$ cat src/tcpq_pkg.sv
// ----------------------------------------------------------------------------
// tcpq_pkg
// shared types, codes and defaults for the three class priority queue
// ----------------------------------------------------------------------------
package tcpq_pkg;

    localparam int DEF_CLASS_DEPTH = 16;
    localparam int DEF_NUM_CLASSES = 3;

    localparam int PRIO_W   = 2;
    localparam int ITEMS_W  = 10;
    localparam int KEY_W    = 37;
    localparam int STATUS_W = 2;
    localparam int OCC_W    = 6;
    localparam int ENTRY_W  = ITEMS_W + KEY_W;

    localparam int S_DATA_W = 56;
    localparam int M_DATA_W = 64;

    localparam logic OP_ENQ = 1'b0;
    localparam logic OP_DEQ = 1'b1;

    localparam logic [STATUS_W-1:0] STAT_OK    = 2'd0;
    localparam logic [STATUS_W-1:0] STAT_FULL  = 2'd1;
    localparam logic [STATUS_W-1:0] STAT_EMPTY = 2'd2;
    localparam logic [STATUS_W-1:0] STAT_BAD   = 2'd3;

    typedef enum logic {
        ST_IDLE,
        ST_EXEC
    } t_state;

    typedef struct packed {
        logic load;
        logic commit;
    } t_dp_cmd;

    typedef struct packed {
        logic out_free;
    } t_dp_stat;

endpackage

$ cat src/three_class_priority_queue_unit.sv
// ----------------------------------------------------------------------------
// three_class_priority_queue_unit
// strict priority queue, one fifo per class, class 1 served first
// ----------------------------------------------------------------------------
// channel   dir  contents
// s         in   tuser: operation; tdata: priority_req, item_count, customer_key
// m         out  tdata: status, out_priority, out_items, out_key, occupancy,
//                is_empty
//
// each request takes two steps: one to latch it, one to update the class
// pointers and write or pop the entry memory; the head of the best class is
// read from the memory while the block waits, so a dequeue needs no extra step
// a new request is taken while the previous result still waits on m
// a stalled result holds the commit of the next request until the slot frees
// reset empties every class at once; entries need no clearing
// ----------------------------------------------------------------------------
module three_class_priority_queue_unit #(
    parameter int CLASS_DEPTH = tcpq_pkg::DEF_CLASS_DEPTH,
    parameter int NUM_CLASSES = tcpq_pkg::DEF_NUM_CLASSES
) (
    input  logic                          i_clk,
    input  logic                          i_rst_n,
    input  logic                          i_s_tvalid,
    output logic                          o_s_tready,
    // priority_req[1:0], item_count[11:2], customer_key[48:12], zero pad
    input  logic [tcpq_pkg::S_DATA_W-1:0] i_s_tdata,
    // operation
    input  logic                          i_s_tuser,
    output logic                          o_m_tvalid,
    input  logic                          i_m_tready,
    // status[1:0], out_priority[3:2], out_items[13:4], out_key[50:14],
    // occupancy[56:51], is_empty[57], zero pad
    output logic [tcpq_pkg::M_DATA_W-1:0] o_m_tdata
);
    import tcpq_pkg::*;

    t_dp_cmd  cmd;
    t_dp_stat stat;

    tcpq_ctrl u_ctrl (
        .i_clk      (i_clk),
        .i_rst_n    (i_rst_n),
        .i_s_tvalid (i_s_tvalid),
        .o_s_tready (o_s_tready),
        .o_cmd      (cmd),
        .i_stat     (stat)
    );

    tcpq_dp #(
        .CLASS_DEPTH (CLASS_DEPTH),
        .NUM_CLASSES (NUM_CLASSES)
    ) u_dp (
        .i_clk      (i_clk),
        .i_rst_n    (i_rst_n),
        .i_cmd      (cmd),
        .o_stat     (stat),
        .i_s_tdata  (i_s_tdata),
        .i_s_tuser  (i_s_tuser),
        .o_m_tvalid (o_m_tvalid),
        .i_m_tready (i_m_tready),
        .o_m_tdata  (o_m_tdata)
    );

endmodule

$ cat src/tcpq_ctrl.sv
// ----------------------------------------------------------------------------
// tcpq_ctrl
// request sequencer: takes a request, then commits it once the result slot frees
// ----------------------------------------------------------------------------
module tcpq_ctrl (
    input  logic               i_clk,
    input  logic               i_rst_n,
    input  logic               i_s_tvalid,
    output logic               o_s_tready,
    output tcpq_pkg::t_dp_cmd  o_cmd,
    input  tcpq_pkg::t_dp_stat i_stat
);
    import tcpq_pkg::*;

    t_state r_state;
    t_state n_state;

    always_ff @(posedge i_clk) begin
        if (!i_rst_n) begin
            r_state <= ST_IDLE;
        end else begin
            r_state <= n_state;
        end
    end

    always_comb begin
        n_state    = r_state;
        o_cmd      = '0;
        o_s_tready = 1'b0;
        unique case (r_state)
            ST_IDLE: begin
                o_s_tready = 1'b1;
                if (i_s_tvalid) begin
                    o_cmd.load = 1'b1;
                    n_state    = ST_EXEC;
                end
            end
            ST_EXEC: begin
                if (i_stat.out_free) begin
                    o_cmd.commit = 1'b1;
                    n_state      = ST_IDLE;
                end
            end
            default: n_state = ST_IDLE;
        endcase
    end

endmodule

$ cat src/tcpq_dp.sv
// ----------------------------------------------------------------------------
// tcpq_dp
// class pointers, counts, entry memory and the result register
// ----------------------------------------------------------------------------
module tcpq_dp #(
    parameter int CLASS_DEPTH = tcpq_pkg::DEF_CLASS_DEPTH,
    parameter int NUM_CLASSES = tcpq_pkg::DEF_NUM_CLASSES
) (
    input  logic                          i_clk,
    input  logic                          i_rst_n,
    input  tcpq_pkg::t_dp_cmd             i_cmd,
    output tcpq_pkg::t_dp_stat            o_stat,
    input  logic [tcpq_pkg::S_DATA_W-1:0] i_s_tdata,
    input  logic                          i_s_tuser,
    output logic                          o_m_tvalid,
    input  logic                          i_m_tready,
    output logic [tcpq_pkg::M_DATA_W-1:0] o_m_tdata
);
    import tcpq_pkg::*;

    localparam int PW        = $clog2(CLASS_DEPTH);
    localparam int CW        = $clog2(CLASS_DEPTH + 1);
    localparam int CIW       = $clog2(NUM_CLASSES);
    localparam int AW        = CIW + PW;
    localparam int MEM_DEPTH = NUM_CLASSES << PW;
    localparam int RES_W     = STATUS_W + PRIO_W + ENTRY_W + OCC_W + 1;

    function automatic logic [PW-1:0] f_next(input logic [PW-1:0] p);
        f_next = (p == PW'(CLASS_DEPTH - 1)) ? '0 : p + 1'b1;
    endfunction

    // latched request
    logic               r_op;
    logic [PRIO_W-1:0]  r_prio;
    logic [ITEMS_W-1:0] r_items;
    logic [KEY_W-1:0]   r_key;

    logic [PW-1:0]      r_head  [NUM_CLASSES];
    logic [PW-1:0]      r_tail  [NUM_CLASSES];
    logic [CW-1:0]      r_count [NUM_CLASSES];
    logic [OCC_W-1:0]   r_occ;

    logic [PW-1:0]      n_head  [NUM_CLASSES];
    logic [PW-1:0]      n_tail  [NUM_CLASSES];
    logic [CW-1:0]      n_count [NUM_CLASSES];
    logic [OCC_W-1:0]   n_occ;

    logic [ENTRY_W-1:0] mem [MEM_DEPTH];
    logic [ENTRY_W-1:0] r_rd_data;

    logic               r_out_valid;
    logic [RES_W-1:0]   r_out_data;

    logic               found;
    logic [CIW-1:0]     best;
    logic [AW-1:0]      rd_addr;
    logic [AW-1:0]      wr_addr;
    logic               wr_en;
    logic               cls_ok;
    logic [CIW-1:0]     ci;
    logic [STATUS_W-1:0] st;
    logic [PRIO_W-1:0]  prio_o;
    logic [ITEMS_W-1:0] items_o;
    logic [KEY_W-1:0]   key_o;
    logic               n_empty;

    // best non-empty class
    always_comb begin
        found = 1'b0;
        best  = '0;
        for (int c = NUM_CLASSES - 1; c >= 0; c--) begin
            if (r_count[c] != '0) begin
                found = 1'b1;
                best  = CIW'(c);
            end
        end
    end

    assign rd_addr = {best, r_head[best]};
    assign cls_ok  = (r_prio != '0) && (int'(r_prio) <= NUM_CLASSES);
    assign ci      = CIW'(int'(r_prio) - 1);
    assign wr_addr = {ci, r_tail[ci]};

    always_comb begin
        n_head  = r_head;
        n_tail  = r_tail;
        n_count = r_count;
        n_occ   = r_occ;
        st      = STAT_OK;
        prio_o  = '0;
        items_o = '0;
        key_o   = '0;
        wr_en   = 1'b0;
        n_empty = 1'b1;
        if (r_op == OP_ENQ) begin
            if (!cls_ok) begin
                st = STAT_BAD;
            end else if (r_count[ci] == CW'(CLASS_DEPTH)) begin
                st = STAT_FULL;
            end else begin
                wr_en       = 1'b1;
                n_tail[ci]  = f_next(r_tail[ci]);
                n_count[ci] = r_count[ci] + 1'b1;
                n_occ       = r_occ + 1'b1;
            end
        end else begin
            if (!found) begin
                st = STAT_EMPTY;
            end else begin
                prio_o        = PRIO_W'(int'(best) + 1);
                items_o       = r_rd_data[ENTRY_W-1:KEY_W];
                key_o         = r_rd_data[KEY_W-1:0];
                n_count[best] = r_count[best] - 1'b1;
                n_occ         = r_occ - 1'b1;
                if (r_count[best] == CW'(1)) begin
                    n_head[best] = '0;
                    n_tail[best] = '0;
                end else begin
                    n_head[best] = f_next(r_head[best]);
                end
            end
        end
        for (int c = 0; c < NUM_CLASSES; c++) begin
            if (n_count[c] != '0) begin
                n_empty = 1'b0;
            end
        end
    end

    always_ff @(posedge i_clk) begin
        if (i_cmd.load) begin
            r_op    <= i_s_tuser;
            r_prio  <= i_s_tdata[PRIO_W-1:0];
            r_items <= i_s_tdata[PRIO_W+ITEMS_W-1:PRIO_W];
            r_key   <= i_s_tdata[PRIO_W+ITEMS_W+KEY_W-1:PRIO_W+ITEMS_W];
        end
    end

    always_ff @(posedge i_clk) begin
        if (i_cmd.commit && wr_en) begin
            mem[wr_addr] <= {r_items, r_key};
        end
        r_rd_data <= mem[rd_addr];
    end

    always_ff @(posedge i_clk) begin
        if (!i_rst_n) begin
            for (int c = 0; c < NUM_CLASSES; c++) begin
                r_head[c]  <= '0;
                r_tail[c]  <= '0;
                r_count[c] <= '0;
            end
            r_occ <= '0;
        end else if (i_cmd.commit) begin
            r_head  <= n_head;
            r_tail  <= n_tail;
            r_count <= n_count;
            r_occ   <= n_occ;
        end
    end

    always_ff @(posedge i_clk) begin
        if (!i_rst_n) begin
            r_out_valid <= 1'b0;
        end else if (i_cmd.commit) begin
            r_out_valid <= 1'b1;
        end else if (i_m_tready) begin
            r_out_valid <= 1'b0;
        end
    end

    always_ff @(posedge i_clk) begin
        if (i_cmd.commit) begin
            r_out_data <= {n_empty, n_occ, key_o, items_o, prio_o, st};
        end
    end

    assign o_stat.out_free = !r_out_valid || i_m_tready;
    assign o_m_tvalid      = r_out_valid;
    assign o_m_tdata       = {(M_DATA_W - RES_W)'(0), r_out_data};

endmodule

$ cat config.mk
export PLATFORM = sky130hd
export DESIGN_NAME = three_class_priority_queue_unit
export DESIGN_NICKNAME = d
export VERILOG_FILES = /design/src/tcpq_pkg.sv /design/src/three_class_priority_queue_unit.sv /design/src/tcpq_ctrl.sv /design/src/tcpq_dp.sv
export SDC_FILE = /design/constraint.sdc
export NUM_CORES = 2
export LEC_CHECK = 0
export ABC_AREA = 1
export BUFFER_PORTS_ARGS = -buffer_cell sky130_fd_sc_hd__buf_4
export CORE_ASPECT_RATIO = 1.25
export CORE_MARGIN = 5
export CORE_UTILIZATION = 30
export CTS_CLUSTER_SIZE = 40
export DETAILED_ROUTE_END_ITERATION = 8
export GPL_TIMING_DRIVEN = 1
export PLACE_DENSITY_LB_ADDON = 0.25
export SLEW_MARGIN = 20
export SYNTH_ARGS = -nofsm -noshare
export SYNTH_HDL_FRONTEND = slang
export SYNTH_SLANG_ARGS = --single-unit
$ cat constraint.sdc
create_clock -name i_clk -period 12.9 [get_ports i_clk]
set_input_delay 0.645 -clock i_clk [delete_from_list [all_inputs] [get_ports i_clk]]
set_output_delay 0.645 -clock i_clk [all_outputs]
set_load 0.005 [all_outputs]
-- Word level (Yosys, flattened, before mapping)
Memories as Yosys holds them, arrays and structs flattened. A register that Yosys moved wholly into a read port is not among the register bits.
Cells that the tools add are included.
- bits in registers: 155
- latch bits: 0
- RAM bits: 2256
- bits in read-only memories: 0
- input bits: 61
- output and inout port bits: 66
- word-level logic and storage cells: 128
- memories kept: 1
- memory list (memory ; words ; width ; rd ports ; clocked after Yosys merged registers in ; wr ports ; RTL line ; source):
    u_dp.mem ; 48 ; 47 ; 1 ; 1 ; 1 ; tcpq_dp.sv:48 ; logic [ENTRY_W-1:0] mem [MEM_DEPTH];
- add/sub/neg operators: 8
- multipliers: 0
- div/mod/pow operators: 0
- order comparisons: 4
- eq/ne operators: 7
- shift-type cells: 0
- multiplexer cells: 65
- bitwise logic cells: 6
- reduce and logical (&&, ||, !) cells: 18
- operators by type and width (operator ; number):
    12-bit 2-to-1 mux ; 6
    15-bit 2-to-1 mux ; 4
    4-bit 2-to-1 mux ; 8
    15-bit bitwise mux ; 2
    5-bit 2-to-1 mux ; 6
    5-bit nonzero test ; 6
    12-bit AND ; 2
    12-bit bitwise mux ; 2
    6-bit 2-to-1 mux ; 4
    5-bit binary-select mux with 2-bit select ; 2
    5-bit demux with 2-bit select ; 2
    1-bit 2-to-1 mux ; 18
    4-bit binary-select mux with 2-bit select ; 2
    4-bit demux with 2-bit select ; 2
    2-bit 2-to-1 mux ; 6
    12-bit NOT ; 1
    4-bit by 1-bit adder with 4-bit output (second input constant) ; 2
    4-bit == test (second input constant) ; 2
    6-bit by 1-bit adder with 6-bit output (second input constant) ; 1
    3-bit greater-or-equal comparator (second input constant) ; 2
    3-bit by 1-bit < comparator with 1-bit output (second input constant) ; 2
    2-bit NOT with 3-bit output ; 2
    2-bit nonzero test ; 3
    6-bit by 1-bit subtractor with 6-bit output (second input constant) ; 1
    other kinds (17) ; 20

-- Logic depth before layout (Yosys ltp)
- depth in word-level cells: 14
- gate-level depth with buffers: 21
- gate-level depth less buffers: 20

-- Hierarchy
A second synthesis with hierarchy kept.
- cells, all modules: 10524
- area, all modules: 107629.5 µm²
- modules (own cells, without submodules) (module ; instances ; cells each ; area each (µm²) ; seq. area each (µm²)):
    tcpq_dp ; 1 ; 10515 ; 107579.4 ; 72849.9
    tcpq_ctrl ; 1 ; 9 ; 50.0 ; 20.0

-- Least setup slack after synthesis
OpenSTA, ideal clock, no wires.
- path type: register to register
- from: reg u_dp.r_prio[0]
- to: mem u_dp.mem[0][0] in the netlist's numbering (enable)
- library setup time: 0.452 ns
- data arrival time: 4.742 ns
- required time: 12.448 ns
- setup slack: 7.706 ns
- stages on the path, launching flop included: 19
- path buffers: 1
- period minus slack after synthesis: 5.194 ns
- cell sequence: edfxtp_1 inv_1 ha_1 buf_2 inv_2 a21oi_1 o21ai_0 o21ai_0 inv_1 ha_1 inv_1 nor2_1 nand2_2 nand2_1 nor2_1 inv_1 nor2_1 nand4_1 nor2_1
- longest elaborated chain between the ends: 12
- elaborated cells on any way between the ends: 16
- classes of those cells: 1 x add/sub; 1 x eq/ne; 11 x mux; 1 x bitwise; 2 x reduce/logical
- ends and longest elaborated chain (what ; RTL line ; source):
    from (decl) ; tcpq_dp.sv:34 ; logic [PRIO_W-1:0] r_prio;
    from (signal assigned) ; tcpq_dp.sv:133 ; r_prio <= i_s_tdata[PRIO_W-1:0];
    2-bit by 1-bit subtractor with 2-bit output ; tcpq_dp.sv:81 ; assign ci = CIW'(int'(r_prio) - 1);
    2-bit NOT with 3-bit output (not written as such) ; tcpq_dp.sv:82, tcpq_dp.sv:98 ;
    5-bit binary-select mux with 2-bit select ; tcpq_dp.sv:98 ; end else if (r_count[ci] == CW'(CLASS_DEPTH)) begin
    5-bit 2-to-1 mux (not written as such) (2 in series) ; tcpq_dp.sv:98 ;
    5-bit == test ; tcpq_dp.sv:98 ;
    1-bit 2-to-1 mux ; tcpq_dp.sv:98 ;
    1-bit 2-to-1 mux ; tcpq_dp.sv:96 ; if (!cls_ok) begin
    1-bit 2-to-1 mux ; tcpq_dp.sv:95 ; if (r_op == OP_ENQ) begin
    1-bit logical AND ; tcpq_dp.sv:140 ; if (i_cmd.commit && wr_en) begin
    1-bit 2-to-1 mux ; tcpq_dp.sv:140 ;
    1-bit 2-to-1 mux (not written as such) ; tcpq_dp.sv:141 ; mem[wr_addr] <= {r_items, r_key};
    to (decl) ; tcpq_dp.sv:48 ;
Several ways; a longest one is shown, not always the timed one. The select of a mux whose other input is x is not followed.

-- Final worst setup path
- from: reg u_dp.r_prio[0]
- to: mem u_dp.mem[16][21] in the netlist's numbering (enable)
Same word-level chain as after synthesis.

==> flow_summary.toml <==
[cts]
h-tree-depth = 4
cts_buffers = 244
cts.sinks = 2458
cts_hold_buf = 51
cts_root_buf = "clkbuf_16"
cts_tree = "yes"
cts_setup_buffers = 0
ctsResizeCount = 0
cts.clk_slew.worst_paths_ns = 0.06
clk_path_buf_depth = 4
clk_latency_ns = 0.93

[placement]
port_buffers = 113
dp_hpwl_um = 168000
placedInstanceArea_um2 = 111000
gp_congestion = 0.776

[critical_path]
cp.buffers_inverters = 7
required_ns = 13.40
worstPathMaxFanout = 34
cpPeakStageDelay_ns = 0.98
crit_path_top_delay_cell = "nor2_4"
worstPathArrival_ns = 7.46
critPathCaptureType = "flip-flop"
critPathLaunchType = "flip-flop"
path_class = "reg -> reg"
path_cells = "buf_4 -> inv_1 -> ha_1 -> inv_2 -> a21oi_1 -> o21ai_0 -> o21ai_0 -> inv_1 -> ha_1 -> inv_1 -> nor2_1 -> nand2_2 -> nand2_1 -> nor2_1 -> inv_1 -> nor2_1 -> nand4_1 -> nor2_4 -> buf_4"
critPathTopFamily = "simple AND/OR/NAND/NOR gates"
path_common_cell = "inv_1"

[die]
ios = 127
start_util_pct = 30.1
die_width_um = 538
core_um2 = 348000
fp-row-count = 242
dieArea_um2 = 361000
die_y_um = 671

[sta]
max_freq_ghz = 0.144
rsz0062_at_grt = "false"
finClkSkew_ns = 0.0564
worst_slew_pin_slew_ns = 1.16
layout_min_cycle_time_ns = 6.97
slew_headroom_pct = 22.4
finalHoldViolCount = 0
finalCritPeriodShare_pct = 54.0
fin_setup_tns_ns = 0
slew_viol_final = 0
setup_violations = 0

[drt]
wirelength_um = 332000
post_drt_wl_per_cell_um = 22.8
dr.pass1.iters = 6
final_antenna_net_count = 0
post-route-drc-count = 0
drtIter0Drc = 6765
vias_per_cell = 4.83
dr_total_vias = 70042

[yosys]
synth_area_um2 = 105000
synth-seq-cells = 2458
yosysSeqAreaShare_pct = 69.6
yosys.cell_types.count = 41
synth_area_per_cell_um2 = 10.9
yosysWarnings = 0
postSynthCellCount = 9647

[power_and_ir_drop]
power_frac_comb_pct = 19.9
vdd_ir_drop_max_mv = 0.133
internal-power_w = 0.0139
clockPowerShare_pct = 35.2
p_switching_w = 0.00611
power.share.switching_pct = 30.5
leakagePower_nw = 46.9
pwr-share-seq_pct = 44.8
finalPower_w = 0.0200
pwr_density_cell_nw_per_um2 = 168

[global_route]
grt_antenna_before_repair = 8
grt_pass1_vias = 66636
grt_pass1_wl_um = 476000
grt-ovfl-total = 0
grt_max_degree = 195
grt.total_usage_pct = 17.7

[outcome]
status = "finished clean"

[final_layout]
area_growth_pct = 13.7
stdcell_area_um2 = 119000
drive_above_1_share_pct = 7.05
fin_nets = 9763

[run]
drv_cap = 0

[hold_path]
hold_class = "in -> reg"
[synthesized netlist by cell type (all sizes together)]
cell,count,area share (%)
conb,1,0.0036
a21oi,52,0.25
a31oi,2,0.012
a21o,188,1.3
nand4,10,0.060
o31ai,2,0.014
nand2,2099,7.5
o32ai,1,0.0084
a32oi,3,0.025
xnor2,1,0.0084
o21ai,237,1.1
a32o,3,0.029
dfxtp,94,1.8
nand3,2023,9.7
ha,15,0.18
clkinv,4,0.014
o22ai,10,0.060
edfxtp,2364,68
o221ai,1,0.0084
nor3,2,0.0096
o21a,2,0.014
nor2,154,0.57
buf,405,2.0
or2,1,0.0060
clkbuf,138,0.50
inv,1723,6.2
nand3b,2,0.014
o211ai,102,0.73
xor2,8,0.067
[per-layer routing]
layer	vias to the layer above	part of all wire [%]	global-route usage (%)
met5	-	0.0030	0
met4	2	3.5	5.89
met3	525	5.6	2.05
met2	2376	49	30.6
met1	34878	42	23.0
li1	32261	-	-
[tightest hold or removal path, stage by stage]
cell and delay, ns:
buf_4 0.07, inv_1 0.06, a21oi_1 0.14
[layout by cell type (no fill, tap or decap), drive strengths merged, types with 3 or more instances in the layout]
cell type and count:
o22ai 10, nand2 2099, clkinv 86, nand4 10
edfxtp 2364, inv 1725, a32o 3, a21oi 52
nand3 2023, a21o 188, a32oi 3, o211ai 102
nor2 154, o21ai 237, buf 281, clkinvlp 14
ha 15, conb 6, xor2 8, bufinv 19
clkbuf 314, dfxtp 94, dlygate4sd3 51
[kinds of logic (layout without fill, tap and decap cells)]
kind of cell               Yosys count  in the layout  share of synthesized area (%)
AOI/OAI and AO/OA                  603            603                           3.64
xor gates and xnor gates             9              9                         0.0753
adders and majority gates           15             15                          0.179
buffers and inverters             2270           2490                           8.64
DFF                               2458           2458                           69.6
other                                1              8                        0.00358
and+or+nand+nor                   4291           4291                           17.9
[worst paths after layout]
kind	startpoint	end	slack [ns]	depth (start not counted)
worst min-delay path	i_s_tvalid	u_ctrl.r_state	0.08	3
worst min register to register	u_dp.r_head[6]	u_dp.r_head[6]	0.47	2
worst max-delay path	u_dp.r_prio[0]	u_dp.mem[16][21]	5.93	19
worst max register to register	u_dp.r_prio[0]	u_dp.mem[16][21]	5.93	19
[power groups by stage]
stage / logic (W) / clock network [W] / registers [W]
final: 0.00400 / 0.00706 / 0.00898
after CTS: 0.00402 / 0.00721 / 0.00899
after floorplan: 0.00257 / 0 / 0.00918
after global placement: 0.00397 / 0 / 0.00916
after detailed placement: 0.00399 / 0 / 0.00916
after global routing: 0.00440 / 0.00753 / 0.00899
[sequential cells by signal, indices dropped and copies added (netlist names), 10 cells and up]
register,flops
u_dp.r_out_data,58
u_dp.r_key,37
u_dp.r_tail,12
u_dp.mem,2256
u_dp.r_count,15
u_dp.r_head,12
u_dp.r_items,10
u_dp.r_rd_data,47
[cell type report]
class / instances / area, µm²
timing repair buffer: 332 / 2800
clock inverter: 117 / 1120
inverter: 1727 / 6500
antenna: 2 / 5.00
tap: 4636 / 5800
fill: 34497 / 229000
clock buffer: 314 / 6610
sequential: 2458 / 72900
multi-input combinational: 4924 / 23300
[metrics by stage]
stage	std cells	setup WS, ns	utilization [%]	hold slack, ns
after global placement	14024	5.80	31.9	0.448
after floorplan	9652	7.71	-	0.431
after CTS	14507	5.77	34.2	0.00161
after detailed placement	14025	5.77	31.9	0.459
after global routing	14509	5.46	34.2	0.0483
final	14510	5.93	34.2	0.0750
Note: power is estimated with default switching activity, not from simulation.
